## src/rtl/core/matf_pkg.sv

```systemverilog
// Shared types and constants for the motion adaptive temporal filter.
package matf_pkg;

  localparam int unsigned FractionBits = 16;
  localparam int unsigned PixW         = 8;
  localparam int unsigned ThrW         = 9;
  localparam int unsigned DistW        = 18;
  localparam int unsigned SqW          = 2 * ThrW;
  localparam int unsigned RootW        = FractionBits + 9;
  localparam int unsigned RemW         = FractionBits + 12;
  localparam int unsigned SqrtSteps    = FractionBits + 9;
  localparam int unsigned DivSteps     = FractionBits;
  localparam int unsigned DivRemW      = ThrW + 1;
  localparam int unsigned MixW         = FractionBits + PixW + 1;
  localparam int unsigned QDepth       = 4;
  localparam int unsigned QPtrW        = 2;
  localparam int unsigned QCntW        = 3;
  localparam int unsigned CfgIdxW      = 8;
  localparam int unsigned CfgDataW     = 16;

  localparam logic [CfgIdxW-1:0] RegLow  = CfgIdxW'(0);
  localparam logic [CfgIdxW-1:0] RegHigh = CfgIdxW'(1);

  typedef enum logic [1:0] {
    DEC_KEEP    = 2'd0,
    DEC_BLEND   = 2'd1,
    DEC_REPLACE = 2'd2
  } dec_e;

  typedef logic [2:0][PixW-1:0] rgb_t;

  typedef struct packed {
    rgb_t             cur;
    rgb_t             prev;
    logic [DistW-1:0] sq_dist;
    dec_e             dec;
  } item_t;

  typedef struct packed {
    logic [ThrW-1:0] low;
    logic [ThrW-1:0] high;
    logic [SqW-1:0]  low_sq;
    logic [SqW-1:0]  high_sq;
  } cfg_t;

endpackage

```

## src/rtl/core/matf_cfg.sv

```systemverilog
// Threshold registers and their squares, computed when written.
module matf_cfg (
  input  logic                              clk_i,
  input  logic                              rst_ni,
  input  logic                              cfg_valid_i,
  input  logic [matf_pkg::CfgIdxW-1:0]      cfg_index_i,
  input  logic [matf_pkg::CfgDataW-1:0]     cfg_data_i,
  output matf_pkg::cfg_t                    cfg_o
);

  logic [matf_pkg::ThrW-1:0] wdata;
  logic [matf_pkg::SqW-1:0]  wsq;
  matf_pkg::cfg_t            cfg_q, cfg_d;

  assign wdata = cfg_data_i[matf_pkg::ThrW-1:0];
  assign wsq   = matf_pkg::SqW'(wdata) * matf_pkg::SqW'(wdata);

  always_comb begin
    cfg_d = cfg_q;
    if (cfg_valid_i) begin
      unique case (cfg_index_i)
        matf_pkg::RegLow: begin
          cfg_d.low    = wdata;
          cfg_d.low_sq = wsq;
        end
        matf_pkg::RegHigh: begin
          cfg_d.high    = wdata;
          cfg_d.high_sq = wsq;
        end
        default: cfg_d = cfg_q;
      endcase
    end
  end

  always_ff @(posedge clk_i or negedge rst_ni) begin
    if (!rst_ni) begin
      cfg_q <= '0;
    end else begin
      cfg_q <= cfg_d;
    end
  end

  assign cfg_o = cfg_q;

endmodule

```

## config.mk

```make
export PLATFORM = sky130hd
export DESIGN_NAME = matf_cfg
export DESIGN_NICKNAME = d
export VERILOG_FILES = /design/src/rtl/core/matf_pkg.sv /design/src/rtl/core/matf_cfg.sv
export SDC_FILE = /design/constraint.sdc
export NUM_CORES = 1
export LEC_CHECK = 0
export ABC_AREA = 1
export BUFFER_PORTS_ARGS = -buffer_cell sky130_fd_sc_hd__buf_4
export CAP_MARGIN = 20
export CORE_MARGIN = 4
export CORE_UTILIZATION = 58
export CTS_BUF_LIST = sky130_fd_sc_hd__clkbuf_4
export DETAILED_ROUTE_END_ITERATION = 6
export PLACE_DENSITY = 0.83
export SYNTH_ARGS = -nofsm -noshare
export SYNTH_HDL_FRONTEND = slang
export SYNTH_SLANG_ARGS = --single-unit
```

## constraint.sdc

```tcl
create_clock -name clk_i -period 0.8 [get_ports clk_i]
set_input_delay 0.16 -clock clk_i [delete_from_list [all_inputs] [get_ports clk_i]]
set_output_delay 0.16 -clock clk_i [all_outputs]
set_load 0.005 [all_outputs]
```

==> results of run 1 <==
-- metrics by stage --
stage                     area, um2  TNS (ns)  utilization [%]
after CTS                      6280    -79.01             90.5
after detailed placement       5380    -88.56             77.4
after global placement         5380    -86.15             77.4
after floorplan                4590    -74.54                -
-- kinds of logic after synthesis --
kind of cell | share of synthesized area (%)
simple gates | 24.5
buf+inv | 13.8
fa+ha+maj | 25.9
flops | 29.5
compound gates | 3.63
xor+xnor | 2.68
other cells | 0.0884
-- repair_timing --
action / 4_1_cts
pin swaps: 69
endpoints found under the setup margin: 102
gates resized for setup: 172
setup buffers: 19
hold buffers: 1
gates cloned: 2
endpoints found under the hold margin: 50
==> impl_results.md, run 1 <==
* Yosys top cell by area: dfrtp_1
* Top cell type's share of synthesized area at 29.5%
* Port Buffers at 71
* Top FF cell, synth: dfrtp_1
* YS warnings at 0
* Placement Setup Slack at -3.06 ns
* HPWL Detailed at 8.86 mm
* Async SR Flop Fraction at 100%
* Post-GRT worst EP: cfg_o[16]$_DFFE_PN0P_/D
* Die Y at 93.5 um
* Failing step: global routing
* Mapped Cells at 565
* Die width at 93.5 um
* Placer Congestion at 0.930
* TritonCTS buffer count at 5
* Clk buf depth at 2
* Standard-cell rows at 30
* Most common cell in the synthesized netlist: nand2_1
* Sequential share of the synthesized area at 29.5%
* DP Cell Count at 766
* Htree depth at 2
* Yosys reg bits at 50
* CTS root buf: clkbuf_4
* Initial Util at 61.1%
* Post-synth top cells: 205 x nand2_1, 121 x inv_1, 50 x dfrtp_1, 35 x ha_1, 33 x fa_1
* Netlist Area Pre-Place at 4240 um2
* Largest net degree at the start of global routing at 34
* Clk sinks at 50
* Status: stopped before the end
* Area contributors post-synth: dfrtp_1 29%, nand2_1 18%, fa_1 16%
* Post-synth EDFFs at 0
* Library cells used by synthesis at 26
* WEP type: register input
* Io pins at 81
* Syn_area_per_cell at 7.51 um2
* Error that ended the run: [ERROR DPL-0038] Utilization greater than 100%, impossible to legalize
==> run 2, diff against run 1 <==
Settings changed: CORE_UTILIZATION 58 to 40, CTS_BUF_LIST sky130_fd_sc_hd__clkbuf_4 to default, PLACE_DENSITY 0.83 to default, PLACE_DENSITY_LB_ADDON from default to 0.15.
==> run 2 against run 1 <==
  * The flow now finishes, with violations (negative setup slack)
  * Synthesized area did not move
  * Synthesized cell count is the same
==> impl_results.md, run 2 <==
* Status: finished with violations
* Failing checks: negative setup slack
* Clk sinks at 50
* Ratio of cells with drive above 1 in the final layout at 47.3%
* Core area at 10300 um2
* Netlist Area Pre-Place at 4240 um2
* N_diodes at 0
* Logic pwr share at 74.2%
* CP cell instances: buf_12, nand2_4, fa_1, inv_1, fa_1, inv_1, fa_1, fa_1, inv_2, ha_4, nand2_4, inv_2, nand3_2, nand2_4, nand2_4, nand2_2, nand2_2, nand3_2, nand2_1
* Worst path required time at 0.99 ns
* FMAX at 302 MHz
* Io pins at 81
* Top FF cell, synth: dfrtp_1
* Initial DRC Count at 142
* Total of max-cap violations at 0
* Max FFs per register at 50
* Async SR Flop Fraction at 100%
* CP Capture Point: cfg_o[35]
* Worst setup startpoint: cfg_data_i[2]
* RSZ-0062 raised after global routing: yes
* Die width at 111 um
* Initial antenna violation count at 0
* Port Buffers at 71
* Internal power at 9.47 mW
* Most common cell in the synthesized netlist: nand2_1
* Critical path arrival at 3.50 ns
* Max incr delay on CP at 0.55 ns
* Yosys reg bits at 50
* Most frequent cells in the layout: 142 x nand2_1, 96 x buf_4, 91 x inv_1
* CP Capture Type: flop
* Placer Congestion at 0.831
* Sequential Power Share at 17.4%
* WL/cell at 12.8 um
* Post-route ant nets at 0
* Htree depth at 2
* R2R depth at 4
* Initial Util at 41.1%
* Drt via density at 4.61
* Setup TNS at -77.27 ns
* GR Overflow Total at 0
* Final core utilization at 66.5%
* Total Routing Usage GR at 18.4%
* Post-synth EDFFs at 0
* Type of element launching the critical path: input pin
* Setup-failing EPs final at 102
* Synth-to-layout area growth at 61.7%
* Post-synth top cells: 205 x nand2_1, 121 x inv_1, 50 x dfrtp_1, 35 x ha_1, 33 x fa_1
* Sequential share of the synthesized area at 29.5%
* Final hold viol count at 0
* Die area at 12300 um2
* IR Drop Worst-Case VDD at 0.00159 V
* CTS tree: built
* Syn_area_per_cell at 7.51 um2
* Power density of the placed cells at 2490 nW/um2
* Via count of the first global-routing pass at 4183
* Crit path kind: in2reg
* Area contributors post-synth: dfrtp_1 29%, nand2_1 18%, fa_1 16%
* Worst Path Max Fanout at 6
* Worst R2R End: cfg_o[45]
* Final Skew at 0 ns
* Switch Pwr at 7.63 mW
* Tightest Hold Check Type: in2reg
* Clk pwr share at 8.4%
* CTS root buf: clkbuf_8
* Total number of vias at 3992
* Minimum clock period at 3.31 ns
* Wirelength, routed at 11.1 mm
* RR Startpoint: cfg_o[45]
* Top cell type's share of synthesized area at 29.5%
* Clk buf depth at 2
* Leak Pwr at 3.86 nW
* Post-route insts no fill at 866
* Sw Share at 44.6%
* Commonest non-fill, non-tap cell in the layout: nand2_1
* Total Nets Final at 824
* HPWL Detailed at 8.43 mm
* First-pass DRT Iterations at 4
* Internal reg-to-reg setup slack at -0.10 ns
* Library cells used by synthesis at 26
* CP max stage cell: fa_1
* Reg clk slew, reported paths at 0.09 ns
* YS warnings at 0
* Largest net degree at the start of global routing at 20
* First-pass GRT wire length at 19.1 mm
* TritonCTS buffer count at 5
* Yosys top cell by area: dfrtp_1
* Final Slew Violations at 0
* Die Y at 111 um
* Mapped Cells at 565
* Power after layout at 17.1 mW
* Standard-cell rows at 37
* Fin crit share at 414%
* Residual DRC at 0
* DP Cell Count at 812
* Worst-Skew Late Latency at 0.30 ns
* Setup ws final at -2.51 ns
-- run 2: how the worst min path moves through the flow --
stage | startpoint | to | slack, ns | cells after the start
3_3_place_gp | rst_ni | cfg_o[45] | 0.01 | 1
2_1_floorplan | rst_ni | cfg_o[10] | -0.14 | 0
6_report | cfg_data_i[8] | cfg_o[53] | 0.21 | 4
3_5_place_dp | rst_ni | cfg_o[36] | 0.01 | 1
4_1_cts | cfg_data_i[8] | cfg_o[44] | 0.21 | 4
5_1_grt | cfg_data_i[8] | cfg_o[44] | 0.20 | 4
-- run 2: worst max-delay path, delay by kind of cell --
family | cells | cell delay (ns)
adders and majority gates | 5 | 2.34
buffers and inverters | 5 | 0.31
and+or+nand+nor | 9 | 0.68
-- run 2: power groups by stage --
stage / sequential (mW) / clock, mW / combinational [mW]
6_report: 2.97 / 1.44 / 12.7
5_1_grt: 3.00 / 1.62 / 14.0
3_3_place_gp: 2.96 / 0 / 8.63
3_5_place_dp: 2.97 / 0 / 8.67
2_1_floorplan: 2.98 / 0 / 5.70
4_1_cts: 2.97 / 1.51 / 10.8
-- run 2: cells by family (layout without fill, tap and decap cells) --
kind of cell	after synthesis	in the layout	synth area share, %
buf+inv	145	309	13.8
fa+ha+maj	68	68	25.9
compound gates	30	30	3.63
other cells	1	2	0.0884
flops	50	50	29.5
xor+xnor	13	13	2.68
simple gates	258	258	24.5
-- run 2: area by class of cell --
type / instances / area (um2)
multi-input cells: 371 / 3130
fillers: 872 / 3460
clock buffers: 6 / 72.6
flip-flops and latches: 50 / 1250
inverters: 123 / 487
well taps: 136 / 170
repair buffers: 178 / 1740
clock inverters: 2 / 13.8
-- run 2: what timing repair did --
| action | 4_1_cts | 5_1_grt |
|---|---|---|
| buffers inserted | 27 | 18 |
| gates cloned | 1 | 0 |
| resized for setup | 164 | 86 |
| hold buffers | 1 | 0 |
| hold endpoints to repair | 50 | 0 |
| pin swaps | 66 | 43 |
| setup endpoints to repair | 102 | 102 |
-- run 2: through the flow --
| stage | setup WS [ns] | cell area (um2) | hold WS, ns |
|---|---|---|---|
| 2_1_floorplan | -2.78 | 4590 | -0.136 |
| 4_1_cts | -2.53 | 6430 | 0.214 |
| 5_1_grt | -2.66 | 6860 | 0.201 |
| 6_report | -2.51 | 6860 | 0.209 |
| 3_3_place_gp | -2.98 | 5500 | 0.00992 |
| 3_5_place_dp | -2.99 | 5500 | 0.0134 |
-- run 2: metal layers --
metal	part of all wire [%]	up-vias	GRT usage, %
met2	54	70	34.5
li1	-	1992	-
met4	1.0	0	3.28
met1	41	1918	22.1
met3	3.5	12	3.06
met5	0	-	0
Power figures use the tool's default switching activity.
==> run 3, diff against run 2 <==
Settings changed: CTS_BUF_LIST from default to sky130_fd_sc_hd__clkbuf_8, SETUP_SLACK_MARGIN from default to 0.2.
==> run 3 against run 2 <==
  * The run ends with negative hold slack, negative setup slack left
  * Clock skew did not move
  * Die area did not move
  * Critical path depth fell by 2
==> impl_results.md, run 3 (synthesis gave the netlist of run 2 again) <==
* Status: finished with violations
* Failing checks: negative hold slack, negative setup slack
* TritonCTS buffer count at 5
* CP Capture Type: flop
* Initial Util at 41.1%
* Residual DRC at 0
* Final Slew Violations at 0
* Final instance area at 7060 um2
* Critical path depth at 17
* Initial DRC Count at 175
* FMAX at 301 MHz
* Tightest Hold Check Type: in2async
* Minimum clock period at 3.32 ns
* Commonest non-fill, non-tap cell in the layout: nand2_1
* Type of element launching the critical path: input pin
* CTS root buf: clkbuf_8
* CP cell instances: buf_12, buf_8, buf_6, nand2_2, inv_2, fa_1, fa_1, ha_1, inv_2, fa_2, fa_2, buf_6, nand3b_1, nand3_2, nand2_2, nand3_1, nand2_1
* Total Nets Final at 839
* Most frequent cells in the layout: 136 x nand2_1, 99 x inv_1, 99 x buf_4
* First-pass GRT wire length at 19.9 mm
* Hold Worst Slack at -0.297 ns
* Placer Congestion at 0.918
* Ratio of cells with drive above 1 in the final layout at 47.2%
* Htree depth at 2
* Clk sinks at 50
* Total of max-cap violations at 0
* Placed inst area at 5480 um2
* Critical path's top delay family: adder cells
* Via count of the first global-routing pass at 4299
* DP Cell Count at 808
* First-pass DRT Iterations at 4
* Post-route insts no fill at 881
* Final hold viol count at 50
* Standard-cell rows at 37
* Die width at 111 um
* Clk buf depth at 2
* Max incr delay on CP at 0.55 ns
* Fin crit share at 416%
* Setup ws final at -2.52 ns
* Die area at 12300 um2
* Power after layout at 16.1 mW
* Final Skew at 0 ns
* Worst-Skew Late Latency at 0.30 ns
* R2R depth at 4
* Total number of vias at 4094
* HPWL Detailed at 8.56 mm
* GR Overflow Total at 0
* Core area at 10300 um2
* Worst path required time at 1.00 ns
* Post-route ant nets at 0
* Setup-failing EPs final at 102
* WP buf/inv at 6
* Placement Setup Slack at -3.02 ns
* IR Drop Worst-Case VDD at 0.00159 V
* WL/cell at 14.1 um
* Crit path kind: in2reg
* Leak Pwr at 3.97 nW
* N_diodes at 0
* Worst Path Max Fanout at 4
* Die Y at 111 um
* Max FFs per register at 50
* CTS tree: built
* Io pins at 81
* Synth-to-layout area growth at 66.5%
* Initial antenna violation count at 0
* CP max stage cell: fa_1
* Largest net degree at the start of global routing at 23
* Setup TNS at -81.33 ns
* Power density of the placed cells at 2280 nW/um2
* Port Buffers at 71
* Total Routing Usage GR at 19.2%
* Reg clk slew, reported paths at 0.11 ns
* Wirelength, routed at 12.4 mm
* Final core utilization at 68.4%
* Critical path arrival at 3.53 ns
* Drt via density at 4.65
* RSZ-0062 raised after global routing: yes
==> run 3: path summary, 6_finish.rpt <==
kind / from / endpoint / slack (ns)
worst max-delay path: cfg_data_i[1] / cfg_o[14] / -2.52
worst min-delay path: rst_ni / cfg_o[47] / -0.30
worst max register to register: cfg_o[45] / cfg_o[45] / -0.12
worst min register to register: cfg_o[15] / cfg_o[15] / 0.51
max in group asynchronous: rst_ni / cfg_o[8] / 0.71
min in group clk_i: cfg_data_i[8] / cfg_o[53] / 0.22
==> run 3: report_power, final <==
part | switching (mW) | internal, mW | total [mW]
clock | 0.963 | 0.628 | 1.59
sequential | 0.209 | 2.78 | 2.99
combinational | 6.04 | 5.47 | 11.5
total | 7.21 | 8.88 | 16.1
==> run 3: area by class of cell <==
| class | instances | area (um2) |
|---|---|---|
| clock buffer | 5 | 68.8 |
| tap | 136 | 170 |
| inverter | 123 | 487 |
| fill | 809 | 3260 |
| timing repair inverter | 1 | 16.3 |
| multi-input combinational | 371 | 3110 |
| clock inverter | 3 | 23.8 |
| timing repair buffer | 192 | 1940 |
| sequential | 50 | 1250 |
==> run 3: metal layers <==
layer	GRT usage, %	vias to the layer above	share of wire (%)
li1	-	2012	-
met1	24.1	1993	42
met2	35.0	72	53
met3	2.46	17	2.7
met4	4.68	0	2.4
met5	0	-	0
==> run 3: what timing repair did <==
| action | in CTS | in global routing |
|---|---|---|
| resized for setup | 158 | 80 |
| endpoints found under the hold margin | 50 | 48 |
| setup endpoints to repair | 102 | 102 |
| gates cloned | 4 | 4 |
| setup buffers | 41 | 16 |
| pin swaps | 43 | 33 |
