==> config.mk <==
export PLATFORM = sky130hd
export DESIGN_NAME = matf_queue
export DESIGN_NICKNAME = d
export VERILOG_FILES = /design/src/rtl/core/matf_pkg.sv /design/src/rtl/core/matf_queue.sv
export SDC_FILE = /design/constraint.sdc
export NUM_CORES = 1
export LEC_CHECK = 0
export BUFFER_PORTS_ARGS = -buffer_cell sky130_fd_sc_hd__buf_4
export CORE_MARGIN = 2
export CORE_UTILIZATION = 57
export CTS_CLUSTER_DIAMETER = 50
export DETAILED_ROUTE_END_ITERATION = 16
export GPL_ROUTABILITY_DRIVEN = 0
export PLACE_DENSITY_LB_ADDON = 0.25
export SYNTH_ARGS = -nofsm -noshare
export SYNTH_HDL_FRONTEND = slang
export SYNTH_SLANG_ARGS = --single-unit
==> constraint.sdc <==
create_clock -name clk_i -period 3.5 [get_ports clk_i]
set_input_delay 1.05 -clock clk_i [delete_from_list [all_inputs] [get_ports clk_i]]
set_output_delay 1.05 -clock clk_i [all_outputs]
set_load 0.01 [all_outputs]
==> src/rtl/core/matf_pkg.sv <==
// Shared types and constants for the motion adaptive temporal filter.
package matf_pkg;

  localparam int unsigned FractionBits = 16;
  localparam int unsigned PixW         = 8;
  localparam int unsigned ThrW         = 9;
  localparam int unsigned DistW        = 18;
  localparam int unsigned SqW          = 2 * ThrW;
  localparam int unsigned RootW        = FractionBits + 9;
  localparam int unsigned RemW         = FractionBits + 12;
  localparam int unsigned SqrtSteps    = FractionBits + 9;
  localparam int unsigned DivSteps     = FractionBits;
  localparam int unsigned DivRemW      = ThrW + 1;
  localparam int unsigned MixW         = FractionBits + PixW + 1;
  localparam int unsigned QDepth       = 4;
  localparam int unsigned QPtrW        = 2;
  localparam int unsigned QCntW        = 3;
  localparam int unsigned CfgIdxW      = 8;
  localparam int unsigned CfgDataW     = 16;

  localparam logic [CfgIdxW-1:0] RegLow  = CfgIdxW'(0);
  localparam logic [CfgIdxW-1:0] RegHigh = CfgIdxW'(1);

  typedef enum logic [1:0] {
    DEC_KEEP    = 2'd0,
    DEC_BLEND   = 2'd1,
    DEC_REPLACE = 2'd2
  } dec_e;

  typedef logic [2:0][PixW-1:0] rgb_t;

  typedef struct packed {
    rgb_t             cur;
    rgb_t             prev;
    logic [DistW-1:0] sq_dist;
    dec_e             dec;
  } item_t;

  typedef struct packed {
    logic [ThrW-1:0] low;
    logic [ThrW-1:0] high;
    logic [SqW-1:0]  low_sq;
    logic [SqW-1:0]  high_sq;
  } cfg_t;

endpackage

==> src/rtl/core/matf_queue.sv <==
// Short queue of classified pixels between the front and back ends.
module matf_queue (
  input  logic            clk_i,
  input  logic            rst_ni,
  input  logic            push_i,
  input  matf_pkg::item_t item_i,
  output logic            full_o,
  input  logic            pop_i,
  output logic            empty_o,
  output matf_pkg::item_t item_o
);

  matf_pkg::item_t                mem_q [matf_pkg::QDepth];
  logic [matf_pkg::QPtrW-1:0]     wr_q, rd_q;
  logic [matf_pkg::QCntW-1:0]     cnt_q;
  logic                           do_push, do_pop;

  assign full_o  = (cnt_q == matf_pkg::QCntW'(matf_pkg::QDepth));
  assign empty_o = (cnt_q == '0);
  assign do_push = push_i & ~full_o;
  assign do_pop  = pop_i & ~empty_o;
  assign item_o  = mem_q[rd_q];

  always_ff @(posedge clk_i or negedge rst_ni) begin
    if (!rst_ni) begin
      wr_q  <= '0;
      rd_q  <= '0;
      cnt_q <= '0;
    end else begin
      if (do_push) wr_q <= wr_q + 1'b1;
      if (do_pop) rd_q <= rd_q + 1'b1;
      if (do_push && !do_pop) begin
        cnt_q <= cnt_q + 1'b1;
      end else if (do_pop && !do_push) begin
        cnt_q <= cnt_q - 1'b1;
      end
    end
  end

  always_ff @(posedge clk_i) begin
    if (do_push) mem_q[wr_q] <= item_i;
  end

endmodule

# --- Word level (Yosys, flattened, before mapping) ---
# Memories as Yosys holds them, arrays and structs flattened.
# Index checks and enable logic that the tools add are counted.
word_totals:
  ram_bits: 272
  wordCells: 23
  rom_bits: 0
  output_inout_bits: 70
  latch_bits: 0
  memories: 1
  inputBits: 72
  reg_bits: 7
memory_table:
  columns: ["name", "depth", "word_bits", "read_ports", "rd_clocked_by_memory_dff", "write_ports", "line_no", "source"]
  rows:
  - ["mem_q", 4, 68, 1, 0, 1, "matf_queue.sv:13", "matf_pkg::item_t mem_q [matf_pkg::QDepth];"]
op_classes:
  n_lt_le_gt_ge: 0
  mux: 4
  reduce_logical: 6
  n_mul: 0
  n_shift: 0
  bitwise: 4
  n_div: 0
  n_eq_ne: 1
  n_addsub: 4
ops:
  columns: ["op", "n"]
  rows:
  - ["2-to-1 mux 3 bit", 2]
  - ["adder 2 x 1 -> 2 bit, second input constant", 2]
  - ["adder 3 x 1 -> 3 bit, second input constant", 1]
  - ["equality test 3 bit, second input constant", 1]
  - ["zero test 3 bit", 1]
  - ["subtractor 3 x 1 -> 3 bit, second input constant", 1]
  - ["bitwise AND 1 bit", 2]
  - ["logical AND 1 bit", 2]
  - ["zero test 1 bit", 2]
  - ["2-to-1 mux 1 bit", 2]
  - ["NOT 1 bit", 2]
  - ["nonzero test 2 bit", 1]

# --- Depth between registers and ports, before layout ---
# Gate-level depths: netlist (run 1).
logic_depth:
  ltp_word: 7
  mapped_depth: 9
  depth_no_buf: 8

# --- Worst setup path before layout (run 1) ---
# Ideal clock, no wire load.
synth_path:
  path_kind: "input to register"
  startpoint: "input port push_i"
  endpoint: "memory mem_q[0][0] (netlist bit) (enable)"
  path_buffers: 1
  required_time_ns: 3.067
  arrival_time_ns: 2.937
  setup_slack_ns: 0.130
  setup_time_ns: 0.433
  cell_stages: 3
  path_cell_list: "nor2b_1 buf_2 and2_1"
synth_between:
  elab_chain_cells: 3
synth_rtl:
  columns: ["item", "line_no", "source"]
  rows:
  - ["from (decl)", "matf_queue.sv:5", "input logic push_i,"]
  - ["bitwise AND 1 bit", "matf_queue.sv:20", "assign do_push = push_i & ~full_o;"]
  - ["via do_push", "matf_queue.sv:16", "logic do_push, do_pop;"]
  - ["2-to-1 mux 1 bit", "matf_queue.sv:41", "if (do_push) mem_q[wr_q] <= item_i;"]
  - ["2-to-1 mux 1 bit (not written as such)", "matf_queue.sv:41", null]
  - ["to (decl)", "matf_queue.sv:13", null]
# The timed path passes the listed nets, and every way through them passes these cells.

==> results.md, run 1 <==
- Tmin final: 3.28 ns
- Clk buf depth: 3
- N_diodes: 0
- Port Buffer Count: 141
- Crit-path slowest cell: dfrtp_4
- Grt total ovfl: 0
- Fill count: 1077
- Clk sinks: 279
- Synth Warn #: 0
- Area of the core: 17800 um^2
- Worst-Skew Late Latency: 0.52 ns
- Die W: 139 um
- Crit-path max FO: 46
- Cell Pwr Density: 868 nW/um^2
- Worst Skew: 0.0133 ns
- First-pass GRT wire length: 27.6 mm
- Startpoint Class: register
- Via count: 4513
- Final Hold Viols: 0
- Post-DR wirelength/cell: 21.9 um
- Number of max-cap violations: 0
- Fin. max-slew vios: 0
- Pleak: 4.34 nW
- CTS clock-pin slew for the worst setup and hold paths: 0.06 ns
- IO Pins: 142
- Vias in the first global route: 4832
- Total routed wirelength: 17.6 mm
- Crit Path Category: reg -> out
- Hold Slack: 0.328 ns
- DRC viols: 0
- Worst stage delay on the critical path: 0.92 ns
- Final ANT Viol Nets: 0
- Upper clock frequency limit: 305 MHz
- Mapped Area: 10300 um^2
- Post-CTS setup buffers: 0
- Seq/Total Area, Yosys: 80.9%
- Crit path to: item_o[23]
- Initial antenna violation count: 0
- Post-Place Cell Area: 11600 um^2
- Syn_nets: 470
- Via density: 5.59
- Status: finished clean
- Clock root buffer: clkbuf_16
- Final Util: 70.4%
- GRT Total Usage: 18.6%
- Worst vdd ir: 0.607 mV
- Fraction of layout cells with a size suffix above 1: 47.4%
- Worst EP required: 2.45 ns
- Drt first-iter violations: 300
- RSZ-0062 raised after global routing: false
- Count of different cell masters after synthesis: 21
- Pre-antenna DRT Iters: 4
- Worst-Margin Slew: 0.767 ns
- Worst r2r dst: cnt_q[2]
- CTS tree: done
- HPWL after DPL: 10.4 mm
- WP data arrival: 2.23 ns
- Largest net degree at the start of global routing: 69
- Post-synth top area share: 79.2%
- Commonest non-fill, non-tap cells in the layout: edfxtp_1, buf_4, mux4_2
- Hold buffers post-CTS: 0
- Seq cells post-synth: 279
- TNS Setup: 0 ns
- Top cells by area, synth: edfxtp_1, mux4_2, dfrtp_1
- CP startpoint: rd_q[1]
- Final Instance Area: 12600 um^2
- Slew headroom: 48.9%
- CTS resizes: 0
- Worst hold path type: in -> async
- Reg2Reg Setup Slack: 1.23 ns
- Syn Inst Count: 392
- RR Startpoint: cnt_q[2]
- H-tree Lvls: 1
- Initial core utilization: 57.8%
- Rows: 49
- Mapped Avg Cell Area: 26.3 um^2
- Die area: 19200 um^2
- Cts bufs inserted: 28
- Fin nets: 634
- Crit-path cells: buf_12 -> mux4_2 -> buf_4
- R2R depth: 8
- Area Overhead vs Synth: 21.9%
- Period utilisation layout: 93.8%
- Commonest non-fill, non-tap cell in the layout: edfxtp_1
- Die height: 139 um
- CP endpoint kind: output port
- Leading area contributor after synthesis: edfxtp_1
- Setup violations, final: 0
cells by family after synthesis:
group,after synthesis,share of synthesized area (%)
XOR/XNOR,6,0.510
adder cells (fa/ha/maj),6,0.801
buffers and inverters,21,2.07
flip-flops,279,80.9
multiplexers,70,15.1
AND/OR/NAND/NOR,10,0.607
per-layer routing:
layer	GRT usage [%]	part of all wire [%]	vias to the layer above
li1	-	-	2000
met1	26.0	41	2356
met2	30.5	51	137
met3	4.64	6.5	20
met4	4.40	1.3	0
met5	0	0	-
critical path: cells and delay by family (launching register included):
kind	cells	cell delay, ns
multiplexers	1	0.34
flip-flops	1	0.92
buffers and inverters	2	0.44
sequential cells by signal (all words and copies together) (netlist names):
signal and count:
mem_q 272, cnt_q 3, rd_q 2, wr_q 2
synthesized netlist by cell type:
cell and n:
and2_1 4, buf_12 7, buf_2 8, buf_4 1
buf_6 1, dfrtp_1 7, edfxtp_1 272, fa_1 1
ha_1 5, inv_1 4, mux2_2 1, mux2_4 1
mux4_2 68, nand2_1 1, nand3_1 1, nor2_1 1
nor2b_1 1, nor3b_2 1, or3_1 1, xnor2_1 4
xor2_1 2
layout make-up:
class / instances / area [um^2] / area share, %
clock buffers: 34 / 764 / 6.08
well taps: 229 / 287 / 2.28
flip-flops and latches: 279 / 8350 / 66.5
multi-input cells: 92 / 1770 / 14.0
repair buffers: 151 / 1210 / 9.62
clock inverters: 18 / 175 / 1.39
inverters: 4 / 15.0 / 0.119
stage by stage:
step	setup WS [ns]	instances	power [mW]
floorplan	0.130	392	6.78
global placement	0.740	755	8.00
detailed placement	0.685	755	8.09
CTS	0.177	807	11.1
global route	0.136	807	11.4
finish	0.218	807	10.9
how the worst min path moves through the flow:
stage                    end
CTS                  wr_q[1]
global placement    cnt_q[2]
global route        cnt_q[1]
detailed placement  cnt_q[2]
floorplan           cnt_q[2]
finish               wr_q[1]
power breakdown:
group          internal [mW]  switching (mW)
sequential              4.42           0.292
combinational           1.71            1.52
clock                   1.77            1.18
Power figures use the tool's default switching activity.
==> inputs of run 2 (changes only) <==
CORE_UTILIZATION = 45   (was 57)
HOLD_SLACK_MARGIN = 0.1   (was default)
==> run 2 against run 1 <==
Against the previous run: clock skew about the same; worst hold slack got worse by 0.0060 ns; combinational power increased by 6.5%; global-route usage decreased by 2.9 points; wire length increased by 6.7%; non-clock buffer count increased by 4; clock power decreased by 5%; critical path depth unchanged; power decreased by 0.35%; sequential share of layout area decreased by 0.34 points; cell count increased by 7.7%; register-to-register slack got worse by 0.10 ns; critical path type unchanged; critical endpoint is now item_o[35].
==> results.md, run 2 (synthesis results as in run 1) <==
- Switch share: 28.1%
- Total routed wirelength: 18.8 mm
- Tmin final: 3.28 ns
- GRT Total Usage: 15.8%
- Power Total: 10.9 mW
- Sequential cell area: 8350 um^2
- IO Pins: 142
- Reg2Reg Setup Slack: 1.13 ns
- Number of flip-flops in the largest register: 272
- Crit-path max FO: 12
- Crit Path Category: reg -> out
- GRT met3 Usage: 4.43%
- Worst-Skew Late Latency: 0.53 ns
- Slew headroom: 56.6%
- Clk sinks: 279
- CTS tree: done
- Worst Skew: 0.0130 ns
- Worst vdd ir: 0.505 mV
- Drt first-iter violations: 294
- H-tree Lvls: 1
- Status: finished clean
- Cts bufs inserted: 29
- Commonest non-fill, non-tap cells in the layout: edfxtp_1, buf_4, mux4_2
- Worst EP required: 2.45 ns
- Area Overhead vs Synth: 22.5%
- Rows: 55
- Die height: 155 um
- Pre-antenna DRT Iters: 4
- RSZ-0062 raised after global routing: false
- HPWL after DPL: 11.7 mm
- Worst hold path type: in -> async
- Initial antenna violation count: 1
- Final Hold Viols: 0
- Hold Slack: 0.322 ns
- Worst r2r dst: cnt_q[2]
- Grt met2 use: 26.2%
- Vias in the first global route: 5027
- Multi-input gate area: 1770 um^2
- TNS Setup: 0 ns
- Commonest non-fill, non-tap cell in the layout: edfxtp_1
- WP data arrival: 2.23 ns
- Final Util: 56.0%
- Upper clock frequency limit: 305 MHz
- Via count: 4589
- Largest registers: mem_q x272, cnt_q x3
- Fin. max-slew vios: 0
- DRC viols: 0
- Clk network pwr share: 25.8%
- Hold buffers post-CTS: 0
- Clk buf depth: 3
- Pleak: 4.34 nW
- Via density: 5.28
- N_diodes: 0
- RR Startpoint: cnt_q[2]
- Sequential Power Share: 42.6%
- Post-DR wirelength/cell: 21.7 um
- Final ANT Viol Nets: 0
- Pint: 7.82 mW
- Grt total ovfl: 0
- R2R depth: 8
- Largest net degree at the start of global routing: 43
- Largest Register: mem_q
- Clock root buffer: clkbuf_16
- Fin nets: 639
- GR met1 Demand/Resource: 21.1%
- Busiest grt layer: met2
- Fill count: 1686
- CTS resizes: 0
- Fin worst setup slack: 0.220 ns
- Combinational Power Share: 31.6%
- Setup WS pre-CTS: 0.560 ns
- Fraction of layout cells with a size suffix above 1: 46.6%
- Setup violations, final: 0
- Startpoint Class: register
- Period utilisation layout: 93.7%
- Area of the core: 22600 um^2
- CP endpoint kind: output port
- Post-CTS setup buffers: 0
- Initial core utilization: 45.7%
- CTS clock-pin slew for the worst setup and hold paths: 0.06 ns
- First-pass GRT wire length: 28.8 mm
- Cell Pwr Density: 860 nW/um^2
- Number of max-cap violations: 0
- Port Buffer Count: 141
- Switching power: 3.05 mW
- Die area: 24100 um^2
- Die W: 155 um
- Worst-Margin Slew: 0.650 ns
==> run 2: changes by cell type in the layout (fill, tap and decap cells not counted) <==
cell,before,now
bufinv_16,3,1
clkbuf_1,3,10
inv_6,0,2
buf_12,6,7
buf_8,0,1
clkinvlp_4,4,2
clkinv_2,7,4
clkbuf_8,2,1
clkinv_1,3,4
buf_4,145,147
==> run 2: layer usage <==
metal / up-vias / routed length, um
met2: 142 / 9490
met3: 21 / 1410
li1: 2013 / -
met4: 2 / 212
met5: - / 16
met1: 2411 / 7700
==> run 2: cell type report <==
type                            count  area share, %
Inverter                            4          0.119
Sequential cell                   279           66.1
Tap cell                          285           2.82
Clock inverter                     14          0.842
Clock buffer                       40           6.15
Multi-Input combinational cell     92           14.0
Timing Repair Buffer              155           9.97
==> run 2: how the worst max path moves through the flow <==
| stage | cells past startpoint | from | endpoint | slack [ns] |
|---|---|---|---|---|
| floorplan | 3 | push_i | mem_q[0][0] | 0.13 |
| global placement | 3 | rd_q[0] | item_o[35] | 0.60 |
| detailed placement | 8 | push_i | cnt_q[2] | 0.56 |
| CTS | 3 | rd_q[0] | item_o[35] | 0.009 |
| global route | 3 | rd_q[0] | item_o[35] | 0.09 |
| finish | 3 | rd_q[0] | item_o[35] | 0.22 |
==> run 2: power by group through the flow <==
stage / logic [mW] / registers (mW) / clock network [mW]
floorplan: 2.16 / 4.63 / 0
global placement: 3.45 / 4.70 / 0
detailed placement: 3.47 / 4.73 / 0
CTS: 3.49 / 4.67 / 2.87
global route: 3.70 / 4.69 / 3.01
finish: 3.44 / 4.63 / 2.80
==> run 2: critical path, stage by stage (launching register included) <==
cell and delay, ns:
dfrtp_4 0.62, buf_4 0.35, mux4_2 0.57, buf_4 0.16
==> run 2: metrics by stage <==
step                      cell area (um^2)  cells
after floorplan                      10300    392
after detailed placement             11700    814
final                                12600    869
after global routing                 12600    869
after global placement               11700    814
after CTS                            12600    868
==> inputs of run 3 (changes only) <==
CORE_UTILIZATION = 40   (was 45)
==> run 3 against run 2 <==
Against the previous run: via count increased by 1.1%; global-route usage decreased by 1.1 points; clock power increased by 29%; wire length increased by 2.9%; cell count increased by 6.0%; core utilization decreased by 4.3 points; critical path type unchanged; largest cell class unchanged; largest power group unchanged; highest routed layer is now met4.
==> results.md, run 3 (synthesis results as in run 1) <==
- Crit-path max FO: 26
- Crit Path Category: reg -> out
- Final ANT Viol Nets: 0
- Cell Pwr Density: 896 nW/um^2
- Via density: 5.04
- Status: finished clean
- Crit-path cells: buf_12 -> mux4_2 -> buf_4
- Initial core utilization: 40.8%
- Largest registers: mem_q x272, cnt_q x3
- Die height: 165 um
- Clk sinks: 279
- CP endpoint kind: output port
- Die W: 165 um
- Number of flip-flops in the largest register: 272
- Hold buffers post-CTS: 0
- Final Util: 51.6%
- CP startpoint: rd_q[0]
- Sequential Power Share: 40.3%
- Grt total ovfl: 0
- Combinational Power Share: 28.7%
- Post-CTS setup buffers: 0
- Via count: 4640
- CTS resizes: 0
- DRC viols: 0
- Vias in the first global route: 5101
- H-tree Lvls: 2
- Drt first-iter violations: 343
- Pleak: 4.50 nW
- Initial antenna violation count: 1
- Slew headroom: 70.1%
- Hold Slack: 0.355 ns
- Startpoint Class: register
- Number of max-cap violations: 0
- RR Startpoint: cnt_q[0]
- Commonest non-fill, non-tap cell in the layout: edfxtp_1
- Worst EP required: 2.45 ns
- Post-Place Cell Area: 11800 um^2
- Fraction of layout cells with a size suffix above 1: 48.5%
- Rows: 58
- IO Pins: 142
- Clock root buffer: clkbuf_16
- WP data arrival: 2.23 ns
- TNS Setup: 0 ns
- Post-DR wirelength/cell: 21.0 um
- Fin. max-slew vios: 0
- Area of the core: 25300 um^2
- Period utilisation layout: 93.9%
- Largest Register: mem_q
- Final Hold Viols: 0
- HPWL after DPL: 11.9 mm
- First-pass GRT wire length: 29.4 mm
- Clk network pwr share: 31.0%
- Worst-Margin Slew: 0.449 ns
- Setup violations, final: 0
- Switching power: 3.18 mW
- Die area: 27100 um^2
- Clk buf depth: 3
- Largest net degree at the start of global routing: 31
- Fin nets: 643
- R2R depth: 8
- Pre-antenna DRT Iters: 4
- Port Buffer Count: 141
- Commonest non-fill, non-tap cells in the layout: edfxtp_1, buf_4, mux4_2
- Tmin final: 3.28 ns
- Final Instance Area: 13000 um^2
- Worst stage delay on the critical path: 0.66 ns
- Worst hold path type: in -> async
- Crit-path slowest cell: dfrtp_4
- Worst Skew: 0.0208 ns
- Worst vdd ir: 0.388 mV
- Total routed wirelength: 19.4 mm
- Area Overhead vs Synth: 26.4%
- Upper clock frequency limit: 304 MHz
- CTS clock-pin slew for the worst setup and hold paths: 0.06 ns
- Cts bufs inserted: 34
- Worst-Skew Late Latency: 0.50 ns
- Switch share: 27.3%
- Pint: 8.49 mW
- CTS tree: done
- GRT Total Usage: 14.7%
- RSZ-0062 raised after global routing: false
[run 3: cell types whose count changed in the layout (fill, tap and decap cells not counted), sizes merged]
cell	delta
clkinv	+3
clkbuf	-2
diode	+1
bufinv	+5
clkinvlp	-1
inv	+2
buf	-1
[run 3: worst paths after layout]
kind	to	slack [ns]
max in group asynchronous	rd_q[1]	3.00
setup / recovery	item_o[51]	0.22
setup reg to reg	cnt_q[2]	1.31
hold reg to reg	cnt_q[2]	0.51
hold / removal	cnt_q[0]	0.36
min in group clk_i	cnt_q[2]	0.51
[run 3: power by group through the flow]
stage / logic (mW) / clock network [mW] / registers, mW
after global placement: 3.43 / 0 / 4.75
after floorplan: 2.16 / 0 / 4.63
after CTS: 3.46 / 3.71 / 4.73
after global routing: 3.62 / 3.84 / 4.78
final: 3.35 / 3.62 / 4.71
after detailed placement: 3.44 / 0 / 4.79
[run 3: area by class of cell]
class,instances,area [um^2]
multi-input cells,92,1770
fillers,1974,12200
clock inverters,23,310
repair buffers,154,1290
clock buffers,38,887
well taps,330,413
diodes,1,2.50
inverters,4,15.0
flip-flops and latches,279,8350
[run 3: layer usage]
metal / GRT usage [%] / vias to the layer above / wire (um)
met5: 0 / - / 0
met4: 3.87 / 0 / 324
li1: - / 2033 / -
met2: 24.3 / 153 / 9670
met1: 19.4 / 2426 / 8070
met3: 4.09 / 28 / 1310
[run 3: critical path: cells and delay by family (launching register included)]
family   cells  cell delay (ns)
flops        1             0.66
buf+inv      2             0.47
mux          1             0.57
[run 3: per-stage QoR]
stage                     std cells  setup slack (ns)  power (mW)
final                           921             0.215        11.7
after global routing            920            0.0871        12.2
after CTS                       920             0.152        11.9
after detailed placement        859             0.693        8.23
after global placement          859             0.699        8.18
after floorplan                 392             0.130        6.78
