`config.mk`:
```
export PLATFORM = sky130hd
export DESIGN_NAME = matf_front
export DESIGN_NICKNAME = d
export VERILOG_FILES = /design/src/rtl/core/matf_pkg.sv /design/src/rtl/core/matf_front.sv
export SDC_FILE = /design/constraint.sdc
export NUM_CORES = 1
export LEC_CHECK = 0
export BUFFER_PORTS_ARGS = -buffer_cell sky130_fd_sc_hd__buf_2
export CORE_ASPECT_RATIO = 0.75
export CORE_MARGIN = 1.5
export CORE_UTILIZATION = 59
export DETAILED_ROUTE_END_ITERATION = 6
export GPL_ROUTABILITY_DRIVEN = 0
export PLACE_DENSITY = 0.87
export SYNTH_ARGS = -nofsm -noshare
export SYNTH_HDL_FRONTEND = slang
export SYNTH_SLANG_ARGS = --single-unit
```
`constraint.sdc`:
```
create_clock -name vclk -period 17.2
set_input_delay 3.44 -clock vclk [all_inputs]
set_output_delay 3.44 -clock vclk [all_outputs]
set_load 0.02 [all_outputs]
```
`src/rtl/core/matf_pkg.sv`:
```
// Shared types and constants for the motion adaptive temporal filter.
package matf_pkg;

  localparam int unsigned FractionBits = 16;
  localparam int unsigned PixW         = 8;
  localparam int unsigned ThrW         = 9;
  localparam int unsigned DistW        = 18;
  localparam int unsigned SqW          = 2 * ThrW;
  localparam int unsigned RootW        = FractionBits + 9;
  localparam int unsigned RemW         = FractionBits + 12;
  localparam int unsigned SqrtSteps    = FractionBits + 9;
  localparam int unsigned DivSteps     = FractionBits;
  localparam int unsigned DivRemW      = ThrW + 1;
  localparam int unsigned MixW         = FractionBits + PixW + 1;
  localparam int unsigned QDepth       = 4;
  localparam int unsigned QPtrW        = 2;
  localparam int unsigned QCntW        = 3;
  localparam int unsigned CfgIdxW      = 8;
  localparam int unsigned CfgDataW     = 16;

  localparam logic [CfgIdxW-1:0] RegLow  = CfgIdxW'(0);
  localparam logic [CfgIdxW-1:0] RegHigh = CfgIdxW'(1);

  typedef enum logic [1:0] {
    DEC_KEEP    = 2'd0,
    DEC_BLEND   = 2'd1,
    DEC_REPLACE = 2'd2
  } dec_e;

  typedef logic [2:0][PixW-1:0] rgb_t;

  typedef struct packed {
    rgb_t             cur;
    rgb_t             prev;
    logic [DistW-1:0] sq_dist;
    dec_e             dec;
  } item_t;

  typedef struct packed {
    logic [ThrW-1:0] low;
    logic [ThrW-1:0] high;
    logic [SqW-1:0]  low_sq;
    logic [SqW-1:0]  high_sq;
  } cfg_t;

endpackage

```
`src/rtl/core/matf_front.sv`:
```
// Front end: forms the squared colour distance and classifies the pixel.
module matf_front (
  input  matf_pkg::rgb_t  cur_i,
  input  matf_pkg::rgb_t  prev_i,
  input  matf_pkg::cfg_t  cfg_i,
  output matf_pkg::item_t item_o
);

  logic [matf_pkg::PixW:0]    diff [3];
  logic [matf_pkg::PixW-1:0]  mag  [3];
  logic [2*matf_pkg::PixW-1:0] sq  [3];
  logic [matf_pkg::DistW-1:0] sq_dist;

  always_comb begin
    sq_dist = '0;
    for (int b = 0; b < 3; b++) begin
      diff[b] = {1'b0, cur_i[b]} - {1'b0, prev_i[b]};
      mag[b]  = diff[b][matf_pkg::PixW] ? matf_pkg::PixW'(-diff[b])
                                        : diff[b][matf_pkg::PixW-1:0];
      sq[b]   = (2*matf_pkg::PixW)'(mag[b]) * (2*matf_pkg::PixW)'(mag[b]);
      sq_dist = sq_dist + matf_pkg::DistW'(sq[b]);
    end
  end

  always_comb begin
    item_o.cur     = cur_i;
    item_o.prev    = prev_i;
    item_o.sq_dist = sq_dist;
    if (sq_dist < cfg_i.low_sq) begin
      item_o.dec = matf_pkg::DEC_KEEP;
    end else if (sq_dist < cfg_i.high_sq) begin
      item_o.dec = matf_pkg::DEC_BLEND;
    end else begin
      item_o.dec = matf_pkg::DEC_REPLACE;
    end
  end

endmodule

```
== After elaboration in Yosys (flattened, before gate mapping) ==
Index checks and enable logic that the tools add are counted.

* Word-level logic and storage cells: 18
* Output and inout bits: 68
* Input bits: 102
* Bits in registers: 0

* Mux-type cells: 5
* Magnitude comparators: 2
* $add $sub $neg: 8
* Multipliers: 3

{| class="wikitable"
|+ Operators by type and width
! kind !! count
|-
| $mul A8 B8 Y16 || 3
|-
| $lt A18 B18 Y1 || 2
|-
| $sub A8 B8 Y9 || 3
|-
| $mux W8 || 3
|-
| $neg A8 Y8 || 3
|-
| $add A17 B16 Y18 || 1
|-
| $add A16 B16 Y17 || 1
|-
| $mux W2 || 2
|}

== Depth between registers and ports, before layout ==
Gate-level depths: netlist of the first run.

* Word-level depth: 9
* Mapped depth: 42
* Gate-level depth less buffers: 41

== Least setup slack after synthesis of the first run ==
No wires, ideal clock.

* Kind: input to output
* Start point: in cur_i[0] (netlist name)
* End point: out item_o[0] (netlist name)
* Slack: 1.401 ns
* Path buffers: 1
* Data arrival time: 12.359 ns
* Stages on the path: 37
* Cell sequence: inv_1 > ha_1 > inv_1 > fa_1 > a211oi_1 > nor2_1 > xor2_1 > nor3_1 > nor2_1 > xor2_1 > clkbuf_1 > nor2_1 > fa_1 > inv_1 > fa_1 > fa_1 > inv_1 > fa_1 > inv_1 > fa_1 > inv_1 > fa_1 > fa_1 > ha_1 > a21o_1 > a21oi_1 > o21ai_0 > a221oi_1 > nor2b_1 > o41ai_1 > xnor2_1 > ha_1 > a21o_1 > a211o_1 > nor3_1 > a31oi_1 > nor2_1

{| class="wikitable"
|+ RTL lines
! item !! RTL line !! source
|-
| start: declaration || matf_front.sv:3 || <nowiki>input matf_pkg::rgb_t cur_i,</nowiki>
|-
| end: declaration || matf_front.sv:6 || <nowiki>output matf_pkg::item_t item_o</nowiki>
|}

==> results.py, run 1 <==
metrics = {
    "layout": {
        "diodes": 0,
        "regArea_um2": 0,
        "clock_buffers": 0,
        "seq_cells": 0,
        "layout-drive-gt1-share_pct": 18.08,
        "areaGrowthSynthToFinish_pct": 8.274,
        "design_area_um2": 8924,
        "finalNonFillerCells": 1259,
        "final_nets": 1465,
    },
    "clock_network": {
        "cts-hold-fix-buffers": 0,
    },
    "min_path": {
        "hold_end": "item_o[32]",
        "hold_start": "prev_i[12]",
        "holdCritPathClass": "primary input to output pin",
        "hold_depth": 2,
    },
    "synthesis": {
        "synth_top_area_share_pct": 32.79,
        "seq_area_frac_synth_pct": 0,
        "yosys_warnings": 0,
        "synth_fa_ha_area_share_pct": 54.35,
        "yosysUniqueCellTypes": 58,
        "synth.area.mux_share_pct": 0.4858,
        "yosys.area_share.xor_xnor_pct": 6.665,
        "synth_top_cell_by_area": "fa_1",
        "netlist_instances": 977,
        "synthTopCellsByArea": "fa_1 (33%), ha_1 (22%), inv_1 (11%)",
        "synth_top_family_by_area": "adder cells",
        "syn_avg_cell_area_um2": 8.436,
        "synth_nets": 1356,
        "synth_compound_area_share_pct": 9.868,
        "synthSimpleGateAreaFrac_pct": 12.27,
        "syn_area_um2": 8242,
    },
    "detailed_routing": {
        "drtIter0Drc": 329,
        "via_per_inst": 5.179,
        "drc": 7,
        "drt-wirelength-per-cell_um": 13.76,
        "wl_um": 17320,
        "drt-pass1-iter-count": 6,
        "drtAntennaViolNets": 0,
        "via_count": 6520,
    },
    "critical_path": {
        "critPathSlowestCell": "fa_1",
        "start_kind": "primary input",
        "crit_type": "primary input to output pin",
        "worstPathArrival_ns": 13.17,
        "crit_fanout": 6,
        "crit_path_end_kind": "output pin",
        "cpMostUsedCell": "fa_1",
        "critPathMaxStageDelay_ns": 0.55,
        "cp.required_ns": 13.76,
    },
    "outcome": {
        "status": "complete, but fails checks",
        "violations": "design-rule violations",
    },
    "timing": {
        "rsz0062_at_grt": "no",
        "layout_setup_ws_ns": 0.5869,
        "tightest_slew_ns": 0.7343,
        "fmax_ghz": 0.06019,
        "finalHoldViolCount": 0,
        "finalSetupViolCount": 0,
        "finalCriticalPeriod_ns": 16.61,
        "period_share_pct": 96.59,
        "slew_headroom_pct": 50.70,
        "setup_tns_ns": 0,
        "finalMaxSlewViolations": 0,
    },
    "placed_design": {
        "placed_cells": 1259,
        "place_area_um2": 8916,
        "dp_slack_ns": 0.5099,
        "detailed_place_hpwl_um": 15680,
        "port_buffers": 152,
    },
    "floorplan": {
        "fp.dieH_um": 105.4,
        "fp.dieW_um": 139.5,
        "dieArea_um2": 14690,
        "rows": 37,
        "io_pins": 170,
        "start_util_pct": 60.35,
        "core_area_um2": 13660,
    },
    "global_route": {
        "grt_antenna_before_repair": 0,
        "grt.total_usage_pct": 24.21,
        "grt_pass1_vias": 6591,
        "grt_max_degree": 14,
        "grt_first_pass_wirelength_um": 29330,
        "grt-ovfl-total": 0,
    },
    "run": {
        "drv_cap": 0,
    },
}
==> worst max path at each step <==
stage,startpoint,end,slack [ns],cells past startpoint
final,cur_i[16],item_o[1],0.59,39
after global routing,cur_i[0],item_o[0],0.03,40
after CTS,cur_i[16],item_o[1],0.52,37
after detailed placement,cur_i[16],item_o[1],0.51,37
after global placement,cur_i[16],item_o[1],0.78,37
after floorplan,cur_i[0],item_o[0],1.40,37
==> worst max-delay path, delay by kind of cell <==
| family | cells | cell delay, ns |
|---|---|---|
| AO/OA/AOI/OAI | 8 | 1.95 |
| AND/OR/NAND/NOR | 9 | 1.35 |
| adder cells (fa/ha/maj) | 11 | 4.76 |
| buffers and inverters | 8 | 0.71 |
| XOR/XNOR | 3 | 0.92 |
==> repair_timing <==
item / 4_1_cts / 5_1_grt
resized for setup: 0 / 1
buffers inserted: 0 / 0
setup endpoints to repair: 0 / 2
==> cell usage after synthesis, drive strengths merged (2+ instances only) <==
master and number:
inv 252, ha 142, fa 135, nor2 104
buf 52, a21oi 36, xnor2 29, nand2 26
xor2 26, o21ai 22, nand2b 21, a21o 19
nor3 12, or2 10, nand4 8, nand3 7
nor2b 7, o211ai 7, and3 6, clkbuf 6
a31oi 5, o21bai 5, o31ai 5, a211oi 4
mux2i 4, nor3b 4, o21a 4, a221oi 3
a31o 2, nor4b 2, or3 2
==> layout by cell type (no fill, tap or decap), drive strengths merged, types with 2 or more instances in the layout <==
master  netlist  layout
inv         252     252
buf          52     165
ha          142     142
fa          135     135
nor2        104     104
a21oi        36      36
xnor2        29      29
nand2        26      26
xor2         26      26
o21ai        22      22
nand2b       21      21
a21o         19      19
nor3         12      12
or2          10      10
nand4         8       8
o211ai        7       7
nand3         7       7
nor2b         7       7
and3          6       6
o31ai         5       5
o21bai        5       5
a31oi         5       5
o21a          4       4
nor3b         4       4
mux2i         4       4
a211oi        4       4
a221oi        3       3
or3           2       2
nor4b         2       2
a31o          2       2
==> routing by layer <==
layer  share of wire [%]  up-vias  routed length, um  track usage [%]
met5                   0        -                  0                0
met4                 1.3        0                225            3.799
met3                 5.3       20                911            1.681
met2                  49      166               8497            43.57
met1                  44     3128               7689            32.70
li1                    -     3206                  -                -
==> cell type report <==
type / count / area (um^2)
multi-input cells: 667 / 6900
fillers: 1138 / 4733
inverters: 252 / 945.9
repair buffers: 165 / 858.3
well taps: 175 / 219.0
==> cell families after synthesis <==
family	Yosys count
fa+ha+maj	277
mux	4
xor+xnor	55
compound gates	119
buf+inv	310
simple gates	212
==> stage by stage <==
step / util [%] / hold WS, ns
after floorplan: - / 6.993
after global placement: 65.29 / 7.109
after detailed placement: 65.29 / 7.112
after CTS: 65.29 / 7.111
after global routing: 65.34 / 7.117
final: 65.34 / 7.110
Power of run 1 is left out: the tool's default activity adds up to more than one toggle a clock period on the data nets, which glitch-free logic cannot reach.
==> run 2, diff against run 1 <==
==> config.mk (replaced) <==
export PLATFORM = sky130hd
export DESIGN_NAME = matf_front
export DESIGN_NICKNAME = d
export VERILOG_FILES = /design/src/rtl/core/matf_pkg.sv /design/src/rtl/core/matf_front.sv
export SDC_FILE = /design/constraint.sdc
export NUM_CORES = 1
export LEC_CHECK = 0
export CORE_ASPECT_RATIO = 0.75
export CORE_MARGIN = 1.5
export CORE_UTILIZATION = 60
export DETAILED_ROUTE_END_ITERATION = 6
export DONT_BUFFER_PORTS = 1
export GPL_ROUTABILITY_DRIVEN = 0
export PLACE_DENSITY = 0.78
export RECOVER_POWER = 50
export SYNTH_ARGS = -nofsm -noshare
export SYNTH_HDL_FRONTEND = slang
export SYNTH_SLANG_ARGS = --single-unit
==> run 2 against run 1 <==
Compared with the run above:
- the flow now finishes without violations
- die area is 1.6% lower
- largest cell class unchanged
- first-iteration DRC count is 4.9% lower
- utilization is 3.5 points lower
- sequential share of layout area did not move
- cell area down 8.5%
==> results.py, run 2 (synthesis results as in run 1) <==
metrics = {
    "outcome": {
        "status": "completed",
    },
    "detailed_routing": {
        "drc": 0,
        "drtAntennaViolNets": 0,
        "drtIter0Drc": 313,
        "drt-wirelength-per-cell_um": 14.61,
        "via_per_inst": 5.363,
        "wl_um": 16120,
        "via_count": 5915,
        "drt-pass1-iter-count": 4,
    },
    "layout": {
        "final_nets": 1313,
        "layout-drive-gt1-share_pct": 4.936,
        "areaGrowthSynthToFinish_pct": -0.8957,
        "fillCellCount": 1147,
        "diodes": 0,
        "final_common_cell": "inv_1",
        "mostFrequentLayoutCells": "inv_1 (246), ha_1 (142), fa_1 (135), nor2_1 (103), a21oi_1 (33)",
        "seq_cells": 0,
        "clock_buffers": 0,
        "regArea_um2": 0,
    },
    "timing": {
        "fmax_ghz": 0.06001,
        "period_share_pct": 96.88,
        "tightest_slew_ns": 0.7211,
        "setup_tns_ns": 0,
        "slew_headroom_pct": 51.58,
        "finalMaxSlewViolations": 0,
        "finalSetupViolCount": 0,
        "rsz0062_at_grt": "no",
        "finalHoldViolCount": 0,
        "finalCriticalPeriod_ns": 16.66,
    },
    "global_route": {
        "grt_antenna_before_repair": 0,
        "globalRoute.busiestLayer": "met2",
        "grt_first_pass_wirelength_um": 27990,
        "met1_usage_pct": 34.64,
        "grt-ovfl-total": 0,
        "grt_pass1_vias": 5961,
        "grt_max_degree": 14,
        "met3_usage_pct": 2.670,
        "use_met2_pct": 37.24,
        "grt.total_usage_pct": 23.15,
    },
    "placed_design": {
        "detailed_place_hpwl_um": 14770,
        "port_buffers": 0,
    },
    "run": {
        "drv_cap": 0,
    },
    "floorplan": {
        "fp.dieH_um": 104.5,
        "rows": 36,
        "dieArea_um2": 14460,
        "fp.dieW_um": 138.3,
        "start_util_pct": 62.45,
        "core_area_um2": 13200,
        "io_pins": 170,
    },
    "critical_path": {
        "crit_path_end_kind": "output pin",
        "critPathSlowestCell": "fa_1",
        "cp.required_ns": 13.76,
        "path_delay_family": "adder cells",
        "cpMostUsedCell": "fa_1",
        "critPathMaxStageDelay_ns": 0.55,
        "start_kind": "primary input",
        "crit_fanout": 4,
        "critPathBufInv": 6,
        "crit_type": "primary input to output pin",
        "worstPathArrival_ns": 13.22,
    },
    "min_path": {
        "holdCritPathClass": "primary input to output pin",
    },
    "clock_network": {
        "post_cts_buffers": 0,
    },
}
-- run 2: layout make-up --
type	count	area, um^2	area share, %
timing repair buffer	13	97.59	1.195
multi-input combinational	667	6910	84.60
inverter	252	945.9	11.58
tap	171	214.0	2.619
-- run 2: final timing paths --
path                      start         end  slack, ns  cells past startpoint
worst min-delay path  prev_i[6]  item_o[26]       6.88                      0
worst max-delay path   cur_i[0]   item_o[0]       0.54                     38
-- run 2: metrics by stage --
stage / cells / worst slack, ns / hold slack (ns) / area [um^2] / utilization [%]
6_report: 1103 / 0.5374 / 6.880 / 8168 / 61.89
5_1_grt: 1103 / 0.02706 / 6.880 / 8168 / 61.89
4_1_cts: 1103 / 0.2486 / 6.880 / 8150 / 61.76
3_5_place_dp: 1103 / 0.2677 / 6.880 / 8150 / 61.76
3_3_place_gp: 1103 / 0.5135 / 6.880 / 8150 / 61.76
2_1_floorplan: 977 / 1.401 / 6.993 / 8242 / -
-- run 2: timing repair --
| action | CTS | global route |
|---|---|---|
| resized for setup | 0 | 3 |
| endpoints found under the setup margin | 0 | 2 |
| endpoints found under the hold margin | 0 | 0 |
| hold buffers | 0 | 0 |
-- run 2: per-layer routing --
metal,up-vias,routed length (um)
met1,2863,7730
met4,0,205
li1,2901,-
met2,134,7330
met5,-,0
met3,17,850
Power of run 2 is left out for the same reason.
==> run 3, diff against run 2 <==
--- a/config.mk
+++ b/config.mk
@@ -13,6 +13,7 @@
 export GPL_ROUTABILITY_DRIVEN = 0
 export PLACE_DENSITY = 0.78
 export RECOVER_POWER = 50
+export REMOVE_ABC_BUFFERS = 1
 export SYNTH_ARGS = -nofsm -noshare
 export SYNTH_HDL_FRONTEND = slang
 export SYNTH_SLANG_ARGS = --single-unit
==> run 3 against run 2 <==
Compared with the run above:
- routed wire length is 1.4% lower
- critical path type unchanged
- largest cell class unchanged
- clock-buffer cell count stayed put
- first-iteration DRC count is 23% lower
- sequential cell count stayed put
- sequential share of layout area stayed put
- die area stayed put
- worst hold slack stayed put
- utilization is 0.076 points higher
- global-route usage is 0.49 points lower
- cell count hardly changed
- maximum frequency hardly changed
==> results.py, run 3 (synthesis results as in run 1) <==
metrics = {
    "detailed_routing": {
        "drc": 0,
        "via_per_inst": 5.333,
        "drt-wirelength-per-cell_um": 14.40,
        "drt-pass1-iter-count": 5,
        "via_count": 5888,
        "drtAntennaViolNets": 0,
        "wl_um": 15900,
        "drtIter0Drc": 242,
    },
    "floorplan": {
        "dieArea_um2": 14460,
        "io_pins": 170,
        "core_area_um2": 13200,
        "rows": 36,
        "start_util_pct": 62.45,
        "fp.dieH_um": 104.5,
        "fp.dieW_um": 138.3,
    },
    "run": {
        "drv_cap": 0,
    },
    "critical_path": {
        "crit_type": "primary input to output pin",
        "worstPathArrival_ns": 13.22,
        "start_kind": "primary input",
        "critPathMaxStageDelay_ns": 0.55,
        "cpMostUsedCell": "fa_1",
        "crit_path_end_kind": "output pin",
        "cp.required_ns": 13.76,
        "critPathSlowestCell": "fa_1",
        "crit_fanout": 6,
    },
    "timing": {
        "tightest_slew_ns": 0.8620,
        "slew_headroom_pct": 42.34,
        "rsz0062_at_grt": "no",
        "finalHoldViolCount": 0,
        "fmax_ghz": 0.06002,
        "finalCriticalPeriod_ns": 16.66,
        "finalSetupViolCount": 0,
        "finalMaxSlewViolations": 0,
        "setup_tns_ns": 0,
        "period_share_pct": 96.87,
    },
    "global_route": {
        "grt_max_degree": 13,
        "grt_pass1_vias": 5938,
        "grt-ovfl-total": 0,
        "grt_antenna_before_repair": 0,
        "grt_first_pass_wirelength_um": 27210,
        "grt.total_usage_pct": 22.66,
    },
    "min_path": {
        "hold_depth": 0,
        "hold_start": "prev_i[3]",
        "hold_end": "item_o[23]",
        "holdCritPathClass": "primary input to output pin",
    },
    "placed_design": {
        "detailed_place_hpwl_um": 14480,
        "place_area_um2": 8158,
        "port_buffers": 0,
    },
    "layout": {
        "fillCellCount": 1141,
        "multi_input_area_um2": 6913,
        "clock_buffers": 0,
        "diodes": 0,
        "final_common_cell": "inv_1",
        "design_area_um2": 8178,
        "regArea_um2": 0,
        "final_nets": 1314,
        "seq_cells": 0,
        "areaGrowthSynthToFinish_pct": -0.7743,
        "layout-drive-gt1-share_pct": 5.145,
        "mostFrequentLayoutCells": "inv_1 (246), ha_1 (142), fa_1 (135), nor2_1 (102), a21oi_1 (33)",
    },
    "outcome": {
        "status": "completed",
    },
    "clock_network": {
        "post_cts_buffers": 0,
    },
}
==> run 3: changes by cell type in the layout (fill, tap and decap cells not counted) <==
cell     delta
xnor2_1     +1
xnor2_2     -1
buf_4       +1
nor2_2      +1
xor2_1      -1
nor2_1      -1
xor2_2      +1
==> run 3: worst max-delay path: cells and delay by family <==
family | cells | cell delay, ns
fa+ha+maj | 11 | 4.81
compound gates | 8 | 2.01
simple gates | 10 | 1.72
xor+xnor | 3 | 0.91
buf+inv | 6 | 0.31
==> run 3: how the worst max path moves through the flow <==
stage	end	depth (start not counted)	slack, ns	start
3_3_place_gp	item_o[1]	38	0.48	cur_i[0]
2_1_floorplan	item_o[0]	36	1.34	cur_i[0]
5_1_grt	item_o[1]	38	0.01	cur_i[0]
4_1_cts	item_o[1]	38	0.38	cur_i[0]
3_5_place_dp	item_o[1]	38	0.40	cur_i[0]
6_report	item_o[1]	38	0.54	cur_i[0]
==> run 3: repair_timing <==
| item | in CTS | in global routing |
|---|---|---|
| endpoints found under the setup margin | 0 | 2 |
| resized for setup | 0 | 4 |
| hold buffers | 0 | 0 |
==> run 3: cell type report <==
cell class / count / share of cell area (%)
tap: 171 / 2.616
multi-input combinational: 667 / 84.53
timing repair buffer: 14 / 1.285
inverter: 252 / 11.57
==> run 3: stage by stage <==
stage	setup WS (ns)	utilization, %	cells	hold WS (ns)
CTS	0.3791	61.81	1104	6.880
floorplan	1.336	-	919	6.880
global route	0.01434	61.96	1104	6.880
detailed placement	0.3996	61.81	1104	6.880
finish	0.5376	61.96	1104	6.880
global placement	0.4813	61.81	1104	6.880
==> run 3: layer usage <==
metal	up-vias	wire [um]	part of all wire, %	GRT usage (%)
met5	-	0	0	0
met4	0	76	0.48	1.278
met3	6	1107	7.0	2.440
met2	157	7558	48	38.84
met1	2818	7154	45	32.52
li1	2907	-	-	-
Power of run 3 is left out for the same reason.
